File: config.mk
export PLATFORM = sky130hd
export DESIGN_NAME = shortest_queue_task_dispatcher_top_flat
export DESIGN_NICKNAME = d
export VERILOG_FILES = /design/src/rtl/sqtd_pkg.sv /design/src/rtl/sqtd_if.sv /design/src/rtl/shortest_queue_task_dispatcher_top.sv /design/src/rtl/sqtd_peer_pick.sv /design/src/flat_wrapper.sv
export SDC_FILE = /design/constraint.sdc
export NUM_CORES = 1
export LEC_CHECK = 0
export ABC_AREA = 1
export BUFFER_PORTS_ARGS = -buffer_cell sky130_fd_sc_hd__buf_2
export CORE_ASPECT_RATIO = 0.5
export CORE_MARGIN = 2
export CORE_UTILIZATION = 41
export CTS_BUF_LIST = sky130_fd_sc_hd__clkbuf_8
export CTS_CLUSTER_DIAMETER = 80
export CTS_CLUSTER_SIZE = 20
export DETAILED_ROUTE_END_ITERATION = 6
export SLEW_MARGIN = 20
export SYNTH_ARGS = -nofsm -noshare
export SYNTH_HDL_FRONTEND = slang
export SYNTH_HIERARCHICAL = 1
export SYNTH_SLANG_ARGS = --single-unit
File: constraint.sdc
create_clock -name clk_i -period 16 [get_ports clk_i]
set_input_delay 0.8 -clock clk_i [delete_from_list [all_inputs] [get_ports clk_i]]
set_output_delay 0.8 -clock clk_i [all_outputs]
set_load 0.01 [all_outputs]
File: src/rtl/sqtd_pkg.sv
// package: shared widths, codes, types and helpers of the shortest queue dispatcher
`timescale 1ns / 1ps

package sqtd_pkg;

  localparam int unsigned NumStationsDef = 8;
  localparam int unsigned QueueDepthDef  = 16;
  localparam int unsigned MaxStations    = 8;

  localparam int unsigned OpW      = 2;
  localparam int unsigned LenW     = 16;
  localparam int unsigned PeerW    = 5;
  localparam int unsigned StaW     = 3;
  localparam int unsigned ActW     = 3;
  localparam int unsigned CntOutW  = 5;
  localparam int unsigned LimitW   = 5;
  localparam int unsigned CfgIdxW  = 2;
  localparam int unsigned CfgDataW = 5;

  localparam logic [LimitW-1:0] QueueLimitRst = 5'd16;
  localparam logic              LocalOnlyRst  = 1'b1;
  localparam logic [StaW-1:0]   OwnIndexRst   = 3'd0;

  typedef enum logic [OpW-1:0] {
    OP_NEW  = 2'd0,
    OP_FWD  = 2'd1,
    OP_DONE = 2'd2
  } opcode_e;

  typedef enum logic [ActW-1:0] {
    ACT_QUEUED    = 3'd0,
    ACT_STARTED   = 3'd1,
    ACT_FORWARDED = 3'd2,
    ACT_DROPPED   = 3'd3,
    ACT_IDLE      = 3'd4
  } action_e;

  typedef enum logic [CfgIdxW-1:0] {
    CFG_QUEUE_LIMIT = 2'd0,
    CFG_LOCAL_ONLY  = 2'd1,
    CFG_OWN_INDEX   = 2'd2
  } cfg_idx_e;

  typedef logic [PeerW-1:0] peer_len_t;

  typedef struct packed {
    logic            found;
    logic [StaW-1:0] who;
    peer_len_t       best;
  } peer_pick_t;

  // zero length is served as one
  function automatic logic [LenW-1:0] served_len(input logic [LenW-1:0] len);
    served_len = (len == '0) ? LenW'(1) : len;
  endfunction

endpackage

File: src/rtl/sqtd_if.sv
// interfaces: task input, result output and configuration write channels
`timescale 1ns / 1ps

interface sqtd_in_if;
  logic                             valid;
  logic                             ready;
  logic [sqtd_pkg::OpW-1:0]         opcode;
  logic [sqtd_pkg::LenW-1:0]        task_length;
  logic [sqtd_pkg::PeerW-1:0]       peer_len_0;
  logic [sqtd_pkg::PeerW-1:0]       peer_len_1;
  logic [sqtd_pkg::PeerW-1:0]       peer_len_2;
  logic [sqtd_pkg::PeerW-1:0]       peer_len_3;
  logic [sqtd_pkg::PeerW-1:0]       peer_len_4;
  logic [sqtd_pkg::PeerW-1:0]       peer_len_5;
  logic [sqtd_pkg::PeerW-1:0]       peer_len_6;
  logic [sqtd_pkg::PeerW-1:0]       peer_len_7;

  modport source (
    output valid, opcode, task_length, peer_len_0, peer_len_1, peer_len_2, peer_len_3,
           peer_len_4, peer_len_5, peer_len_6, peer_len_7,
    input  ready
  );
  modport sink (
    input  valid, opcode, task_length, peer_len_0, peer_len_1, peer_len_2, peer_len_3,
           peer_len_4, peer_len_5, peer_len_6, peer_len_7,
    output ready
  );
endinterface

interface sqtd_out_if;
  logic                          valid;
  logic                          ready;
  logic [sqtd_pkg::ActW-1:0]     action;
  logic [sqtd_pkg::StaW-1:0]     target_station;
  logic [sqtd_pkg::LenW-1:0]     service_length;
  logic [sqtd_pkg::CntOutW-1:0]  waiting_count;

  modport source (
    output valid, action, target_station, service_length, waiting_count,
    input  ready
  );
  modport sink (
    input  valid, action, target_station, service_length, waiting_count,
    output ready
  );
endinterface

interface sqtd_cfg_if;
  logic                           valid;
  logic                           ready;
  logic [sqtd_pkg::CfgIdxW-1:0]   idx;
  logic [sqtd_pkg::CfgDataW-1:0]  data;

  modport source (output valid, idx, data, input ready);
  modport sink (input valid, idx, data, output ready);
endinterface

File: src/rtl/shortest_queue_task_dispatcher_top.sv
// top level: shortest queue task dispatcher station
//
//  channel   direction  handshake     contents
//  in_i      sink       valid/ready   opcode, task_length, peer_len_0..7
//  out_o     source     valid/ready   action, target_station, service_length, waiting_count
//  cfg_i     sink       valid/ready   idx, data (queue_limit, local_only, own_index)
//
// one transaction per cycle sustained while the result channel is not stalled;
// input register then result register, with the peer search and queue update between them
// a stalled result holds the result register, the input register takes one more transaction
// an unknown opcode is consumed with no result and no state change
// reset clears control, counters and config; queue storage is not cleared
`timescale 1ns / 1ps

module shortest_queue_task_dispatcher_top #(
  parameter int unsigned NUM_STATIONS = sqtd_pkg::NumStationsDef,
  parameter int unsigned QUEUE_DEPTH  = sqtd_pkg::QueueDepthDef
) (
  input  logic        clk_i,
  input  logic        rst_ni,
  sqtd_in_if.sink     in_i,
  sqtd_out_if.source  out_o,
  sqtd_cfg_if.sink    cfg_i
);

  localparam int unsigned PtrW = (QUEUE_DEPTH > 1) ? $clog2(QUEUE_DEPTH) : 1;
  localparam int unsigned CntW = $clog2(QUEUE_DEPTH + 1);
  localparam int unsigned LimW = sqtd_pkg::LimitW;
  localparam int unsigned LenW = sqtd_pkg::LenW;

  // configuration
  logic [LimW-1:0]           queue_limit_q;
  logic                      local_only_q;
  logic [sqtd_pkg::StaW-1:0] own_index_q;

  // input register
  logic                      s1_valid_q;
  logic [sqtd_pkg::OpW-1:0]  s1_op_q;
  logic [LenW-1:0]           s1_len_q;
  sqtd_pkg::peer_len_t       s1_peer_q [sqtd_pkg::MaxStations];
  sqtd_pkg::peer_len_t       peer_in   [sqtd_pkg::MaxStations];

  // station state
  logic [LenW-1:0]           fifo_q [QUEUE_DEPTH];
  logic [PtrW-1:0]           head_q, head_d;
  logic [PtrW-1:0]           tail_q, tail_d;
  logic [CntW-1:0]           wait_q, wait_d;
  logic                      busy_q, busy_d;
  logic                      push;

  // result register
  logic                          out_valid_q;
  sqtd_pkg::action_e             out_action_q;
  logic [sqtd_pkg::StaW-1:0]     out_target_q;
  logic [LenW-1:0]               out_svc_q;
  logic [sqtd_pkg::CntOutW-1:0]  out_wait_q;

  sqtd_pkg::action_e             act_d;
  logic [sqtd_pkg::StaW-1:0]     tgt_d;
  logic [LenW-1:0]               svc_d;
  logic                          has_result;
  logic                          keep;
  logic                          s1_take;
  logic [LimW-1:0]               eff_limit;
  logic [LimW-1:0]               wait_ext;
  sqtd_pkg::peer_pick_t          pick;

  assign cfg_i.ready = 1'b1;

  always_ff @(posedge clk_i or negedge rst_ni) begin
    if (!rst_ni) begin
      queue_limit_q <= sqtd_pkg::QueueLimitRst;
      local_only_q  <= sqtd_pkg::LocalOnlyRst;
      own_index_q   <= sqtd_pkg::OwnIndexRst;
    end else if (cfg_i.valid) begin
      unique case (sqtd_pkg::cfg_idx_e'(cfg_i.idx))
        sqtd_pkg::CFG_QUEUE_LIMIT: queue_limit_q <= cfg_i.data[LimW-1:0];
        sqtd_pkg::CFG_LOCAL_ONLY:  local_only_q  <= cfg_i.data[0];
        sqtd_pkg::CFG_OWN_INDEX:   own_index_q   <= cfg_i.data[sqtd_pkg::StaW-1:0];
        default: ;
      endcase
    end
  end

  assign s1_take    = s1_valid_q && (!out_valid_q || out_o.ready);
  assign in_i.ready = !s1_valid_q || s1_take;

  assign peer_in[0] = in_i.peer_len_0;
  assign peer_in[1] = in_i.peer_len_1;
  assign peer_in[2] = in_i.peer_len_2;
  assign peer_in[3] = in_i.peer_len_3;
  assign peer_in[4] = in_i.peer_len_4;
  assign peer_in[5] = in_i.peer_len_5;
  assign peer_in[6] = in_i.peer_len_6;
  assign peer_in[7] = in_i.peer_len_7;

  always_ff @(posedge clk_i or negedge rst_ni) begin
    if (!rst_ni) begin
      s1_valid_q <= 1'b0;
    end else if (in_i.ready) begin
      s1_valid_q <= in_i.valid;
    end
  end

  always_ff @(posedge clk_i) begin
    if (in_i.valid && in_i.ready) begin
      s1_op_q  <= in_i.opcode;
      s1_len_q <= in_i.task_length;
      s1_peer_q <= peer_in;
    end
  end

  assign eff_limit = (queue_limit_q < LimW'(QUEUE_DEPTH)) ? queue_limit_q : LimW'(QUEUE_DEPTH);
  assign wait_ext  = LimW'(wait_q);

  sqtd_peer_pick #(
    .NumStations (NUM_STATIONS)
  ) u_peer_pick (
    .peer_len_i  (s1_peer_q),
    .own_index_i (own_index_q),
    .limit_i     (eff_limit),
    .pick_o      (pick)
  );

  always_comb begin
    act_d      = sqtd_pkg::ACT_IDLE;
    tgt_d      = '0;
    svc_d      = '0;
    head_d     = head_q;
    tail_d     = tail_q;
    wait_d     = wait_q;
    busy_d     = busy_q;
    push       = 1'b0;
    keep       = 1'b0;
    has_result = 1'b1;

    unique case (sqtd_pkg::opcode_e'(s1_op_q))
      sqtd_pkg::OP_NEW: begin
        if (!local_only_q && pick.found && (wait_ext > pick.best)) begin
          act_d = sqtd_pkg::ACT_FORWARDED;
          tgt_d = pick.who;
        end else begin
          keep = 1'b1;
        end
      end
      sqtd_pkg::OP_FWD: begin
        keep = 1'b1;
      end
      sqtd_pkg::OP_DONE: begin
        if (wait_q != '0) begin
          act_d  = sqtd_pkg::ACT_STARTED;
          svc_d  = sqtd_pkg::served_len(fifo_q[head_q]);
          head_d = (head_q == PtrW'(QUEUE_DEPTH - 1)) ? '0 : head_q + PtrW'(1);
          wait_d = wait_q - CntW'(1);
          busy_d = 1'b1;
        end else begin
          act_d  = sqtd_pkg::ACT_IDLE;
          busy_d = 1'b0;
        end
      end
      default: begin
        has_result = 1'b0;
      end
    endcase

    if (keep) begin
      if (wait_ext >= eff_limit) begin
        act_d = sqtd_pkg::ACT_DROPPED;
      end else if ((wait_q == '0) && !busy_q) begin
        act_d  = sqtd_pkg::ACT_STARTED;
        svc_d  = sqtd_pkg::served_len(s1_len_q);
        busy_d = 1'b1;
      end else begin
        act_d  = sqtd_pkg::ACT_QUEUED;
        push   = 1'b1;
        tail_d = (tail_q == PtrW'(QUEUE_DEPTH - 1)) ? '0 : tail_q + PtrW'(1);
        wait_d = wait_q + CntW'(1);
      end
    end
  end

  always_ff @(posedge clk_i or negedge rst_ni) begin
    if (!rst_ni) begin
      head_q <= '0;
      tail_q <= '0;
      wait_q <= '0;
      busy_q <= 1'b0;
    end else if (s1_take && has_result) begin
      head_q <= head_d;
      tail_q <= tail_d;
      wait_q <= wait_d;
      busy_q <= busy_d;
    end
  end

  always_ff @(posedge clk_i) begin
    if (s1_take && push) begin
      fifo_q[tail_q] <= s1_len_q;
    end
  end

  always_ff @(posedge clk_i or negedge rst_ni) begin
    if (!rst_ni) begin
      out_valid_q <= 1'b0;
    end else if (s1_take) begin
      out_valid_q <= has_result;
    end else if (out_o.ready) begin
      out_valid_q <= 1'b0;
    end
  end

  always_ff @(posedge clk_i) begin
    if (s1_take && has_result) begin
      out_action_q <= act_d;
      out_target_q <= tgt_d;
      out_svc_q    <= svc_d;
      out_wait_q   <= sqtd_pkg::CntOutW'(wait_d);
    end
  end

  assign out_o.valid          = out_valid_q;
  assign out_o.action         = out_action_q;
  assign out_o.target_station = out_target_q;
  assign out_o.service_length = out_svc_q;
  assign out_o.waiting_count  = out_wait_q;

endmodule

File: src/rtl/sqtd_peer_pick.sv
// shortest peer queue search: lowest index among the shortest eligible peers
`timescale 1ns / 1ps

module sqtd_peer_pick #(
  parameter int unsigned NumStations = sqtd_pkg::NumStationsDef
) (
  input  sqtd_pkg::peer_len_t              peer_len_i [sqtd_pkg::MaxStations],
  input  logic [sqtd_pkg::StaW-1:0]        own_index_i,
  input  logic [sqtd_pkg::LimitW-1:0]      limit_i,
  output sqtd_pkg::peer_pick_t             pick_o
);

  always_comb begin
    pick_o = '0;
    for (int i = 0; i < NumStations; i++) begin
      // an empty peer always qualifies, others only below the limit
      if ((sqtd_pkg::StaW'(i) != own_index_i) &&
          ((peer_len_i[i] == '0) || (peer_len_i[i] < limit_i))) begin
        if (!pick_o.found || (peer_len_i[i] < pick_o.best)) begin
          pick_o.found = 1'b1;
          pick_o.who   = sqtd_pkg::StaW'(i);
          pick_o.best  = peer_len_i[i];
        end
      end
    end
  end

endmodule

File: src/flat_wrapper.sv
// flat-port wrapper written by rule: the top's interface ports become plain ports
module shortest_queue_task_dispatcher_top_flat 
#(
  parameter int unsigned NUM_STATIONS = sqtd_pkg::NumStationsDef,
  parameter int unsigned QUEUE_DEPTH  = sqtd_pkg::QueueDepthDef
)
  (clk_i, rst_ni, in_i_valid, in_i_opcode, in_i_task_length, in_i_peer_len_0, in_i_peer_len_1, in_i_peer_len_2, in_i_peer_len_3, in_i_peer_len_4, in_i_peer_len_5, in_i_peer_len_6, in_i_peer_len_7, in_i_ready, out_o_valid, out_o_action, out_o_target_station, out_o_service_length, out_o_waiting_count, out_o_ready, cfg_i_valid, cfg_i_idx, cfg_i_data, cfg_i_ready);
  sqtd_in_if in_i_i ();
  sqtd_out_if out_o_i ();
  sqtd_cfg_if cfg_i_i ();
  input  logic clk_i;
  input  logic rst_ni;
  input wire logic [$bits(in_i_i.valid)-1:0] in_i_valid;
  input wire logic [$bits(in_i_i.opcode)-1:0] in_i_opcode;
  input wire logic [$bits(in_i_i.task_length)-1:0] in_i_task_length;
  input wire logic [$bits(in_i_i.peer_len_0)-1:0] in_i_peer_len_0;
  input wire logic [$bits(in_i_i.peer_len_1)-1:0] in_i_peer_len_1;
  input wire logic [$bits(in_i_i.peer_len_2)-1:0] in_i_peer_len_2;
  input wire logic [$bits(in_i_i.peer_len_3)-1:0] in_i_peer_len_3;
  input wire logic [$bits(in_i_i.peer_len_4)-1:0] in_i_peer_len_4;
  input wire logic [$bits(in_i_i.peer_len_5)-1:0] in_i_peer_len_5;
  input wire logic [$bits(in_i_i.peer_len_6)-1:0] in_i_peer_len_6;
  input wire logic [$bits(in_i_i.peer_len_7)-1:0] in_i_peer_len_7;
  output wire logic [$bits(in_i_i.ready)-1:0] in_i_ready;
  output wire logic [$bits(out_o_i.valid)-1:0] out_o_valid;
  output wire logic [$bits(out_o_i.action)-1:0] out_o_action;
  output wire logic [$bits(out_o_i.target_station)-1:0] out_o_target_station;
  output wire logic [$bits(out_o_i.service_length)-1:0] out_o_service_length;
  output wire logic [$bits(out_o_i.waiting_count)-1:0] out_o_waiting_count;
  input wire logic [$bits(out_o_i.ready)-1:0] out_o_ready;
  input wire logic [$bits(cfg_i_i.valid)-1:0] cfg_i_valid;
  input wire logic [$bits(cfg_i_i.idx)-1:0] cfg_i_idx;
  input wire logic [$bits(cfg_i_i.data)-1:0] cfg_i_data;
  output wire logic [$bits(cfg_i_i.ready)-1:0] cfg_i_ready;
  assign in_i_i.valid = in_i_valid;
  assign in_i_i.opcode = in_i_opcode;
  assign in_i_i.task_length = in_i_task_length;
  assign in_i_i.peer_len_0 = in_i_peer_len_0;
  assign in_i_i.peer_len_1 = in_i_peer_len_1;
  assign in_i_i.peer_len_2 = in_i_peer_len_2;
  assign in_i_i.peer_len_3 = in_i_peer_len_3;
  assign in_i_i.peer_len_4 = in_i_peer_len_4;
  assign in_i_i.peer_len_5 = in_i_peer_len_5;
  assign in_i_i.peer_len_6 = in_i_peer_len_6;
  assign in_i_i.peer_len_7 = in_i_peer_len_7;
  assign in_i_ready = in_i_i.ready;
  assign out_o_valid = out_o_i.valid;
  assign out_o_action = out_o_i.action;
  assign out_o_target_station = out_o_i.target_station;
  assign out_o_service_length = out_o_i.service_length;
  assign out_o_waiting_count = out_o_i.waiting_count;
  assign out_o_i.ready = out_o_ready;
  assign cfg_i_i.valid = cfg_i_valid;
  assign cfg_i_i.idx = cfg_i_idx;
  assign cfg_i_i.data = cfg_i_data;
  assign cfg_i_ready = cfg_i_i.ready;
  shortest_queue_task_dispatcher_top #(.NUM_STATIONS(NUM_STATIONS), .QUEUE_DEPTH(QUEUE_DEPTH)) u_core (.clk_i(clk_i), .rst_ni(rst_ni), .in_i(in_i_i), .out_o(out_o_i), .cfg_i(cfg_i_i));
endmodule
==> results of run 1 <==
-- per-layer routing --
layer | global-route usage, % | wire length (um) | vias up
met2 | 31.30 | 19570 | 333
met3 | 2.367 | 2348 | 55
met1 | 25.45 | 18780 | 5863
met4 | 4.797 | 1063 | 0
met5 | 0 | 0 | -
li1 | - | - | 6033
-- stage by stage --
stage               instances  setup WS [ps]  util (%)
floorplan                1769           4214         -
global placement         2404           2872     44.25
detailed placement       2404           2359     44.25
CTS                      2444           2263     45.27
global route             2444          891.6     45.28
finish                   2444           2345     45.28
-- worst max path at each step --
stage	startpoint	end	slack [ps]	depth (start not counted)
detailed placement	u_core/queue_limit_q[4]	u_core/fifo_q[8][3]	2360	86
global route	u_core/queue_limit_q[4]	u_core/fifo_q[14][3]	890	84
finish	u_core/queue_limit_q[4]	u_core/fifo_q[14][3]	2340	86
floorplan	u_core/queue_limit_q[4]	u_core/fifo_q[0][0]	4210	89
global placement	u_core/queue_limit_q[4]	u_core/fifo_q[8][0]	2870	86
CTS	u_core/queue_limit_q[4]	u_core/fifo_q[8][12]	2260	86
-- final cells by class --
class | instances | share of cell area (%)
Sequential cell | 366 | 57.02
Multi-Input combinational cell | 1144 | 29.70
Timing Repair Buffer | 116 | 3.281
Tap cell | 577 | 3.786
Clock inverter | 16 | 0.5053
Clock buffer | 24 | 1.732
Inverter | 201 | 3.970
-- cells in the mapped netlist, types with 2 or more instances --
cell type    n
edfxtp_1   341
o211ai_1    10
nor4_1       4
a21oi_1     31
nand3_1    149
o21ai_1      5
dfrtp_1     23
a32oi_1      6
nand4_1     12
nor2_4       2
xor2_1       5
dfstp_2      2
buf_1        3
ha_1        77
nor3_1      10
nor2_1     114
o21ai_0     64
buf_2       26
nor2_2       2
xnor2_1      2
clkbuf_1    17
buf_6        2
inv_2        7
a211oi_1     7
nand2_1    605
or2_2        3
nand2_4      4
clkinv_1     4
inv_1      190
and2_1       2
buf_4       10
a22o_1       6
nand2_2     15
-- power by group through the flow --
stage	Combinational, mW	Clock, mW	Sequential [mW]
final	1.34	0.451	1.25
after global routing	1.53	0.495	1.26
after CTS	1.34	0.463	1.24
after detailed placement	1.34	0	1.27
after global placement	1.32	0	1.27
after floorplan	1.03	0	1.20
-- sequential cells by signal (all words and copies together) (netlist names) --
name and count:
u_core/fifo_q 256, u_core/queue_limit_q 5, u_core/out_o.action 3, u_core/out_o.waiting_count 5, u_core/tail_q 4, u_core/out_o.service_length 16
u_core/busy_q 1, u_core/s1_peer_q 40, u_core/s1_valid_q 1, u_core/s1_len_q 16, u_core/head_q 4, u_core/wait_ext 5
u_core/out_o.valid 1, u_core/local_only_q 1, u_core/out_o.target_station 3, u_core/own_index_q 3, u_core/s1_op_q 2
-- kinds of logic (layout without fill, tap and decap cells) --
| family | Yosys count | after routing | share of synthesized area, % |
|---|---|---|---|
| fa+ha+maj | 77 | 77 | 5.485 |
| mux | 1 | 1 | 0.06411 |
| simple gates | 924 | 924 | 21.75 |
| buf+inv | 259 | 357 | 6.020 |
| other cells | 1 | 1 | 0.02135 |
| flops | 366 | 366 | 61.88 |
| compound gates | 134 | 134 | 4.431 |
| xor+xnor | 7 | 7 | 0.3491 |
-- cell usage in the layout, fill, tap and decap left out, types with 3 or more instances in the layout --
cell,instances
nor2_1,106
buf_4,18
o21ai_0,64
nor2_4,3
a21oi_1,31
a32oi_1,6
or2_2,3
a211oi_1,7
nand4_1,12
inv_2,6
nor2_2,9
a22o_1,6
edfxtp_1,341
dfrtp_1,21
o21ai_1,5
xor2_1,5
nand2_2,15
nor3_1,10
clkinv_1,4
o211ai_1,10
nand3_1,149
buf_2,98
clkbuf_8,24
nor4_1,4
ha_1,77
nand2_1,605
nand2_4,4
inv_1,202
==> flow_summary.json, run 1 <==
{
  "run_status": "completed",
  "fmax_mhz": 73.23,
  "slew_viol_final": 0,
  "switchingPower_mw": 1.318,
  "synth_edf_count": 341,
  "timing.critical_path.fanout_max": 16,
  "p_sw_share_pct": 43.35,
  "ant_nets": 0,
  "multiInputGateArea_mm2": 0.005663,
  "cts-htree-levels": 1,
  "setup_violations": 0,
  "drt_iter0_markers": 1022,
  "synthDistinctLibCells": 42,
  "ys_ff_latch": 366,
  "timing.reg2reg.setup_slack_ps": 2340,
  "yosys-top-cells-area": "edfxtp_1, nand2_1, ha_1",
  "yosys.area.top_type": "edfxtp_1",
  "yosysWarnings": 6,
  "power_frac_clock_pct": 14.8,
  "crit_type": "reg -> reg",
  "n_fill_cell": 3951,
  "fin_area_mm2": 0.01907,
  "synth_top_area_share_pct": 58.30,
  "syn_area_mm2": 0.01756,
  "holdCritPathClass": "in -> async",
  "dieArea_mm2": 0.04461,
  "critPathBufInv": 9,
  "drv_cap": 0,
  "vias": 12284,
  "critPathTopFamily": "simple AND/OR/NAND/NOR gates",
  "dp_hpwl_mm": 26.46,
  "start_kind": "flop",
  "cts-buffers-inserted": 22,
  "worstMarginPinSlew_ps": 1050,
  "die_h_um": 150.4,
  "syn2layout_area_growth_pct": 8.563,
  "cpPeakStageDelay_ps": 780,
  "p_leak_nw": 8.173,
  "pwr-share-seq_pct": 41.0,
  "dr.pass1.iters": 5,
  "skew_ps": 35.93,
  "viasPerCell": 5.026,
  "port_buffers": 98,
  "route.detailed.drc": 0,
  "power_density_mw_per_mm2": 159.4,
  "synthCells": 1769,
  "combPwrFrac_pct": 44.2,
  "cts_tree": "built",
  "grt_setup_unrepaired": "no",
  "gp_congestion": 0.8506,
  "timing_hold_violations_final": 0,
  "overflow": 0,
  "wl_mm": 41.76,
  "clockBufferDepth": 3,
  "core_area_mm2": 0.04211,
  "dieWidth_um": 296.7,
  "wl_per_cell_um": 17.09,
  "grt_start_max_net_pins": 81,
  "start_util_pct": 41.71,
  "ctsHoldBuffers": 0,
  "insertion_delay_ps": 620,
  "async_flop_share_pct": 6.831,
  "rr_endpoint": "u_core/fifo_q[14][3]",
  "post_cts_resized": 0,
  "placed_cell_area_mm2": 0.01863,
  "end_kind": "flop",
  "finalCritPeriodShare_pct": 85.35,
  "worstPathArrival_ps": 13910,
  "synth_top_flop_cell": "edfxtp_1",
  "num_rows": 53,
  "first_global_vias": 11450,
  "ir_worst_vdd_uv": 86.83,
  "post_cts_buffers": 0,
  "drive_gt1_share_pct": 10.34,
  "register_area_mm2": 0.01087,
  "antenna_found_initial": 0,
  "seq_area_frac_synth_pct": 61.88,
  "cts_root_buf": "clkbuf_8",
  "p_int_mw": 1.722,
  "fin_hold_ws_ps": 198.0,
  "slowest_stage": "nor2_2",
  "worstPathRequired_ps": 16250,
  "syn_avg_cell_area_um2": 9.928,
  "syn_nets": 1916,
  "path_clk_slew_ps": 120,
  "io_pins": 100,
  "diodes": 0,
  "rr_startpoint": "u_core/queue_limit_q[4]",
  "reg2regPathDepth": 86,
  "nNetsFinal": 1998,
  "period_needed_ps": 13660,
  "relSlewSlack_pct": 29.90,
  "tns_ps": 0,
  "grt_pass1_wl_mm": 64.35,
  "clock-sinks": 366,
  "cp_common_cell": "nand2_1",
  "total_power_mw": 3.040,
  "grt_util_all_layers_pct": 18.51
}
Note: power is estimated with default switching activity, not from simulation.
==> run 2: changes to the inputs <==
==> constraint.sdc (replaced) <==
create_clock -name clk_i -period 12 [get_ports clk_i]
set_input_delay 0.6 -clock clk_i [delete_from_list [all_inputs] [get_ports clk_i]]
set_output_delay 0.6 -clock clk_i [all_outputs]
set_load 0.01 [all_outputs]
==> flow_summary.json, run 2 (same netlist as run 1, synthesis figures left out) <==
{
  "regMostFlops": "u_core/fifo_q",
  "antenna_found_initial": 0,
  "grt_pass1_wl_mm": 65.61,
  "core_area_mm2": 0.04211,
  "clockBufferDepth": 3,
  "drt_iter0_markers": 831,
  "cp_common_cell": "nand2_1",
  "cts-buffers-inserted": 22,
  "drv_cap": 0,
  "largest_registers": "u_core/fifo_q: 256 flops, u_core/s1_peer_q: 40 flops",
  "slew_viol_final": 0,
  "grtUsageMet2_pct": 32.50,
  "timing.critical_path.fanout_max": 8,
  "first_global_vias": 11846,
  "fin_util_pct": 47.94,
  "start_kind": "flop",
  "wl_per_cell_um": 17.46,
  "cpPeakStageDelay_ps": 570,
  "power_density_mw_per_mm2": 224.1,
  "grt_util_all_layers_pct": 18.81,
  "end_kind": "flop",
  "holdCritPathClass": "in -> reg",
  "place_ws_ps": -397.8,
  "clock-sinks": 366,
  "fin_ws_ps": 564.2,
  "vias": 12565,
  "ir_worst_vdd_uv": 139.2,
  "path_clk_slew_ps": 130,
  "relSlewSlack_pct": 33.02,
  "period_needed_ps": 11440,
  "dieWidth_um": 296.7,
  "worstMarginPinSlew_ps": 1004,
  "io_pins": 100,
  "overflow": 0,
  "viasPerCell": 5.040,
  "met1_usage_pct": 25.36,
  "skew_ps": 43.73,
  "num_rows": 53,
  "dr.pass1.iters": 7,
  "largest_reg_flops": 256,
  "timing_hold_violations_final": 0,
  "final_common_cell": "nand2_1",
  "run_status": "completed",
  "worstPathArrival_ps": 11790,
  "worstPathRequired_ps": 12360,
  "grt_start_max_net_pins": 78,
  "wl_mm": 43.54,
  "gp_congestion": 0.8773,
  "route.detailed.drc": 0,
  "ant_nets": 0,
  "drive_gt1_share_pct": 16.96,
  "diodes": 0,
  "cts_root_buf": "clkbuf_8",
  "p_leak_nw": 8.574,
  "die_h_um": 150.4,
  "cts-htree-levels": 1,
  "cts_tree": "built",
  "finalCritPeriodShare_pct": 95.30,
  "dp_hpwl_mm": 27.27,
  "grt_util_met3_pct": 2.915,
  "start_util_pct": 41.71,
  "insertion_delay_ps": 620,
  "setup_violations": 0,
  "final_cell_mix": "nand2_1, edfxtp_1, inv_1, nand3_1, buf_2",
  "nNetsFinal": 2047,
  "dieArea_mm2": 0.04461,
  "top_usage_layer": "met2",
  "fmax_mhz": 87.45,
  "crit_type": "reg -> reg",
  "syn2layout_area_growth_pct": 14.93,
  "port_buffers": 98,
  "slowest_stage": "dfstp_2"
}
## run 2: worst max-delay path, delay by kind of cell (launching register included)
kind                       cells  cell delay [ps]
DFF                            1              570
adders and majority gates      9             2300
and+or+nand+nor               50             4470
buffers and inverters          9              870
AOI/OAI and AO/OA             20             2930
## run 2: what timing repair did
| item | 4_1_cts | 5_1_grt |
|---|---|---|
| endpoints found under the hold margin | 23 | 0 |
| hold buffers | 1 | 0 |
| pin swaps | 1 | 20 |
| endpoints found under the setup margin | 256 | 292 |
| gates cloned | 1 | 7 |
| buffers inserted | 0 | 16 |
| gates resized for setup | 13 | 175 |
## run 2: final timing paths
path,startpoint,end,slack (ps),cells after the start
worst min register to register,u_core/local_only_q,u_core/local_only_q,500,2
worst min-delay path,in_i_peer_len_1[2],u_core/s1_peer_q[32],170,1
worst max-delay path,u_core/queue_limit_q[4],u_core/fifo_q[11][13],560,88
max in group asynchronous,rst_ni,u_core/head_q[1],11030,2
min in group asynchronous,rst_ni,u_core/tail_q[2],520,2
worst max register to register,u_core/queue_limit_q[4],u_core/fifo_q[11][13],560,88
## run 2: per-layer routing
metal	share of wire (%)	routed length, um	up-vias
li1	-	-	6142
met4	1.7	721	0
met3	5.2	2275	47
met1	44	19360	6084
met5	0	0	-
met2	49	21180	292
## run 2: layout make-up
class / count / area, um2
clock inverters: 18 / 82.58
well taps: 577 / 721.9
repair buffers: 160 / 1120
clock buffers: 22 / 302.8
flip-flops and latches: 366 / 10870
fillers: 3867 / 21920
multi-input cells: 1149 / 6319
inverters: 201 / 767.0
## run 2: report_power, final
part	switching [mW]	internal [mW]	total (mW)
clock network	0.392	0.178	0.570
logic	1.48	0.834	2.31
registers	0.128	1.51	1.64
## run 2: per-stage QoR
step | hold slack [ps] | TNS, ps | power [mW] | cell area [um2] | cells
after floorplan | 304.4 | 0 | 2.973 | 17560 | 1769
after global placement | 470.5 | -3613 | 3.494 | 18810 | 2428
after detailed placement | 482.0 | -81930 | 3.514 | 18810 | 2428
after CTS | 106.0 | 0 | 4.092 | 19220 | 2470
after global routing | 121.3 | -48160 | 4.877 | 20190 | 2493
final | 166.9 | 0 | 4.524 | 20190 | 2493
